<file path="config.mk">
export PLATFORM = sky130hd
export DESIGN_NAME = tcw_ctrl
export DESIGN_NICKNAME = d
export VERILOG_FILES = /design/src/design/tcw_pkg.sv /design/src/design/tcw_ctrl.sv
export SDC_FILE = /design/constraint.sdc
export NUM_CORES = 1
export LEC_CHECK = 0
export BUFFER_PORTS_ARGS = -buffer_cell sky130_fd_sc_hd__clkbuf_2
export CORE_AREA = 2 2 39 41
export DETAILED_ROUTE_END_ITERATION = 10
export DIE_AREA = 0 0 41 43
export GPL_ROUTABILITY_DRIVEN = 0
export PLACE_DENSITY = 0.46
export SETUP_SLACK_MARGIN = 0.15
export SLEW_MARGIN = 20
export SYNTH_ARGS = -nofsm -noshare
export SYNTH_HDL_FRONTEND = slang
export SYNTH_SLANG_ARGS = --single-unit
</file>
<file path="constraint.sdc">
create_clock -name i_clk -period 5.8 [get_ports i_clk]
set_clock_uncertainty 0.15 [all_clocks]
set_input_delay 1.74 -clock i_clk [delete_from_list [all_inputs] [get_ports i_clk]]
set_output_delay 1.74 -clock i_clk [all_outputs]
set_load 0.1 [all_outputs]
</file>
<file path="src/design/tcw_pkg.sv">
package tcw_pkg;

    typedef enum logic [1:0] {
        OP_PUT   = 2'd0,
        OP_READ  = 2'd1,
        OP_MOVE  = 2'd2,
        OP_CLEAR = 2'd3
    } t_op;

    typedef enum logic [1:0] {
        ST_INIT,
        ST_IDLE,
        ST_READ,
        ST_SWEEP
    } t_state;

    localparam int CFG_IDX_W  = 1;
    localparam int CFG_DATA_W = 4;

    localparam logic [CFG_IDX_W-1:0] CFG_FG = 1'b0;
    localparam logic [CFG_IDX_W-1:0] CFG_BG = 1'b1;

    localparam logic [7:0] CH_TAB     = 8'd9;
    localparam logic [7:0] CH_NEWLINE = 8'd10;
    localparam logic [7:0] CH_RETURN  = 8'd13;
    localparam logic [7:0] CH_SPACE   = 8'd32;

    localparam logic [15:0] BLANK_RESET = 16'h0F20;
    localparam logic [3:0]  FG_RESET    = 4'd15;
    localparam logic [3:0]  BG_RESET    = 4'd0;

    typedef struct packed {
        logic exec;
        logic sweep;
        logic init;
        logic load;
        logic load_read;
    } t_cmd;

    typedef struct packed {
        t_op  op;
        logic scroll;
        logic last;
    } t_sts;

endpackage

</file>
<file path="src/design/tcw_ctrl.sv">
module tcw_ctrl
    import tcw_pkg::*;
(
    input  logic i_clk,
    input  logic i_rst_n,
    input  logic i_in_valid,
    output logic o_in_stall,
    output logic o_out_valid,
    input  logic i_out_stall,
    input  t_sts i_sts,
    output t_cmd o_cmd
);

    t_state r_state;
    t_state n_state;
    logic   r_out_valid;
    logic   n_out_valid;
    logic   w_room;
    logic   w_accept;

    assign w_room   = (r_state == ST_IDLE) && (!r_out_valid || !i_out_stall);
    assign w_accept = w_room && i_in_valid;

    always_comb begin
        n_state = r_state;
        case (r_state)
            ST_INIT: begin
                if (i_sts.last) begin
                    n_state = ST_IDLE;
                end
            end
            ST_IDLE: begin
                if (w_accept) begin
                    if (i_sts.op == OP_READ) begin
                        n_state = ST_READ;
                    end else if (i_sts.op == OP_CLEAR ||
                                 (i_sts.op == OP_PUT && i_sts.scroll)) begin
                        n_state = ST_SWEEP;
                    end
                end
            end
            ST_READ: begin
                n_state = ST_IDLE;
            end
            ST_SWEEP: begin
                if (i_sts.last) begin
                    n_state = ST_IDLE;
                end
            end
            default: begin
                n_state = ST_INIT;
            end
        endcase
    end

    always_comb begin
        o_cmd = '0;
        case (r_state)
            ST_INIT: begin
                o_cmd.sweep = 1'b1;
                o_cmd.init  = 1'b1;
            end
            ST_IDLE: begin
                o_cmd.exec = w_accept;
                o_cmd.load = w_accept && (i_sts.op == OP_MOVE ||
                                          (i_sts.op == OP_PUT && !i_sts.scroll));
            end
            ST_READ: begin
                o_cmd.load      = 1'b1;
                o_cmd.load_read = 1'b1;
            end
            ST_SWEEP: begin
                o_cmd.sweep = 1'b1;
                o_cmd.load  = i_sts.last;
            end
            default: begin
                o_cmd = '0;
            end
        endcase
    end

    always_comb begin
        n_out_valid = r_out_valid;
        if (o_cmd.load) begin
            n_out_valid = 1'b1;
        end else if (r_out_valid && !i_out_stall) begin
            n_out_valid = 1'b0;
        end
    end

    always_ff @(posedge i_clk) begin
        if (!i_rst_n) begin
            r_state     <= ST_INIT;
            r_out_valid <= 1'b0;
        end else begin
            r_state     <= n_state;
            r_out_valid <= n_out_valid;
        end
    end

    assign o_in_stall  = !w_room;
    assign o_out_valid = r_out_valid;

endmodule

</file>
### Word level (Yosys, flattened, before mapping)

Index checks and enable logic that the tools add are counted.
Widths: inputs -> output; s select.

* flip-flop bits (word level): 3
* input bits: 8
* output and inout port bits: 7

* equal/unequal tests: 9
* muxes and demuxes: 12
* reduce and logical (&&, ||, !) cells: 18

Operator list (number)
* $eq 2x2->1 const B: 4
* $mux 2: 4
* $logic_and 1x1->1: 6
* $mux 1: 6
* $pmux 2 s3: 1
* $eq 2x1->1 const B: 2
* $logic_not 1->1: 4
* $logic_not 2->1: 2
* $logic_or 1x1->1: 3
* $ne 3x1->1 const B: 1
* $pmux 1 s3: 1
* $reduce_and 3->1: 1
* $ne 2x1->1 const B: 1
* $ne 2x2->1 const B: 1
* $reduce_bool 2->1: 1
* $reduce_or 2->1: 1

### Depth between registers and ports, before layout

* word-level depth: 7
* mapped depth: 6
* depth with buffers taken out: 6

### Worst setup path before layout

OpenSTA, ideal clock, no wires.

* kind: input -> output
* start: input port i_out_stall
* end: output port o_cmd[4] (netlist bit)
* arrival: 3.151 ns
* setup slack: 0.759 ns
* cell stages on the path: 2
* cell sequence: and2_4 nor2_1

RTL lines
* start: declaration: RTL line tcw_ctrl.sv:9 `input logic i_out_stall,`
* end: declaration: RTL line tcw_ctrl.sv:11 `output t_cmd o_cmd`

==> results.json <==
{
  "cap_violations": 0,
  "syn_nets": 46,
  "cp_slowest_cell": "or4_4",
  "tns_ns": 0,
  "ys_ff_latch": 3,
  "n_fill_cell": 169,
  "ys_async_sr_fraction_pct": 0,
  "cts_resized": 0,
  "n_antenna_cell": 0,
  "post_drt_wl_per_cell_um": 8.712,
  "die_area_um2": 1763,
  "dieHeight_um": 43,
  "synthCells": 33,
  "wirelength_um": 575,
  "worstPathRequired_ns": 3.91,
  "seq_area_frac_synth_pct": 21.92,
  "cts_tree": "built",
  "arrival_ns": 3.12,
  "synth_edf_count": 0,
  "crit_fanout": 3,
  "grt_usage_pct": 7.415,
  "htreeDepth": 1,
  "cts_hold_buf": 0,
  "overflow": 0,
  "fin_crit_sh_pct": 86.42,
  "multi_input_area_um2": 195.2,
  "post-route-min-period_ns": 5.013,
  "grt_max_degree": 6,
  "start_util_pct": 19.80,
  "grt_pass1_vias": 222,
  "clk_latency_ns": 0.23,
  "setup_viol": 0,
  "hold_viol": 0,
  "tightest_slew_ns": 0.5466,
  "place_hpwl_um": 516.3,
  "hold_class": "flip-flop to flip-flop",
  "synth_most_common_cell": "nand2_1",
  "cts_buffers": 3,
  "antenna_found_initial": 0,
  "root_buffer": "clkbuf_4",
  "synth_ff_type": "dfxtp_1",
  "cp_top_family": "simple AND/OR/NAND/NOR gates",
  "post-cts-setup-buffers": 0,
  "clockBufferDepth": 2,
  "route.detailed.drc": 0,
  "port_buffers": 14,
  "cp_slowest_stage_delay_ns": 0.52,
  "regArea_um2": 60.06,
  "vias": 265,
  "yosysTopAreaCellShare_pct": 22.83,
  "max_clock_freq_mhz": 199.5,
  "status": "completed",
  "relSlewSlack_pct": 63.72,
  "pin_count": 15,
  "cts_sinks": 3,
  "final_max_slew_viol_count": 0,
  "die_w_um": 41,
  "synth_cell_types": 16,
  "end_kind": "output pin",
  "synth_area_leader_cell": "ha_1",
  "ant_nets": 0,
  "vias_per_cell": 4.015,
  "crit_path_frequent_cell": "clkbuf_2",
  "drt_iter0_markers": 1,
  "area_delta_synth_final_pct": 39.73,
  "synth_common_cells": "7 x nand2_1, 5 x ha_1, 3 x dfxtp_1, 3 x inv_1, 3 x nor2_1",
  "crit_path_start_kind": "input pin",
  "crit_buf_inv": 2,
  "grt_pass1_wl_um": 793,
  "clkTransAtPathRegs_ns": 0.03,
  "yosysWarnings": 0,
  "coreArea_um2": 1384,
  "first_pass_iters": 2,
  "path_cells": "clkbuf_2 > and2_4 > or4_4 > a21oi_4 > clkbuf_2",
  "grt_setup_unrepaired": "no",
  "rows": 14,
  "synth.area.top_cells": "ha_1 23%, dfxtp_1 22%, nand2_1 9.6%",
  "path_class": "input pin to output pin",
  "syn-cell-area_um2": 274.0,
  "synth_area_per_cell_um2": 8.303,
  "fin_nets": 64,
  "drive_gt1_share_pct": 40.00
}
==> path summary, 6_finish.rpt <==
check | startpoint | end | slack [ns] | depth (start not counted)
hold / removal | r_state[1]$_SDFFE_PN0P_ | r_state[1]$_SDFFE_PN0P_ | 0.34 | 2
hold reg to reg | r_state[1]$_SDFFE_PN0P_ | r_state[1]$_SDFFE_PN0P_ | 0.34 | 2
setup reg to reg | r_state[1]$_SDFFE_PN0P_ | o_out_valid$_SDFFE_PN0P_ | 4.12 | 6
setup / recovery | i_out_stall | o_cmd[1] | 0.79 | 5
==> per-layer routing <==
| metal | wire (um) | vias to the layer above | GRT usage, % |
|---|---|---|---|
| met2 | 272 | 11 | 12.50 |
| met5 | 0 | - | 0 |
| met4 | 0 | 0 | 6.000 |
| met1 | 243 | 112 | 5.112 |
| met3 | 59 | 0 | 4.712 |
| li1 | - | 142 | - |
==> flip-flops by register name, indices dropped and copies added, names as in the netlist <==
name	cells
r_state	2
o_out_valid	1
==> logic make-up after synthesis <==
| kind of cell | after synthesis | synth area share [%] |
|---|---|---|
| multiplexers | 2 | 7.306 |
| buffers and inverters | 4 | 6.850 |
| adder cells (fa/ha/maj) | 5 | 22.83 |
| flip-flops | 3 | 21.92 |
| AO/OA/AOI/OAI | 6 | 17.81 |
| AND/OR/NAND/NOR | 13 | 23.29 |
==> layout make-up <==
cell class / instances / area share, %
Clock buffer: 4 / 6.863
Inverter: 3 / 2.941
Multi-Input combinational cell: 26 / 50.98
Sequential cell: 3 / 15.69
Tap cell: 16 / 5.229
Timing Repair Buffer: 14 / 18.30
==> layout by cell type, fill, tap and decap left out <==
cell type and count:
clkbuf_1 1, dfxtp_1 3, or4_4 1, ha_1 5, clkbuf_2 14, nor2b_1 1, a21boi_0 1, a211oi_1 1
o21ai_0 1, nor2_1 3, clkbuf_4 3, and2_4 1, nand2_1 7, a21oi_1 1, o21a_1 1, inv_1 3
mux2i_1 2, a21oi_4 1
==> per-stage QoR <==
step           cell area (um2)  cells  hold slack, ns  util, %  setup slack [ns]
2_1_floorplan            274.0     33          0.3177        -            0.7593
3_3_place_gp             356.6     62          0.3476    25.77            0.7735
3_5_place_dp             356.6     62          0.3534    25.77            0.7727
4_1_cts                  382.9     66          0.3582    27.67            0.7723
5_1_grt                  382.9     66          0.4013    27.67            0.7585
6_report                 382.9     66          0.3443    27.67            0.7874
==> worst register-to-register path, cell delays in order, from the launching register on <==
cell and delay [ns]:
dfxtp_1 0.33, inv_1 0.10, ha_1 0.21, nand2_1 0.08, or4_4 0.49, a21oi_4 0.15, o21a_1 0.12
Power is left out: the tool's default activity adds up to more than one toggle a clock period on the data nets, which glitch-free logic cannot reach.
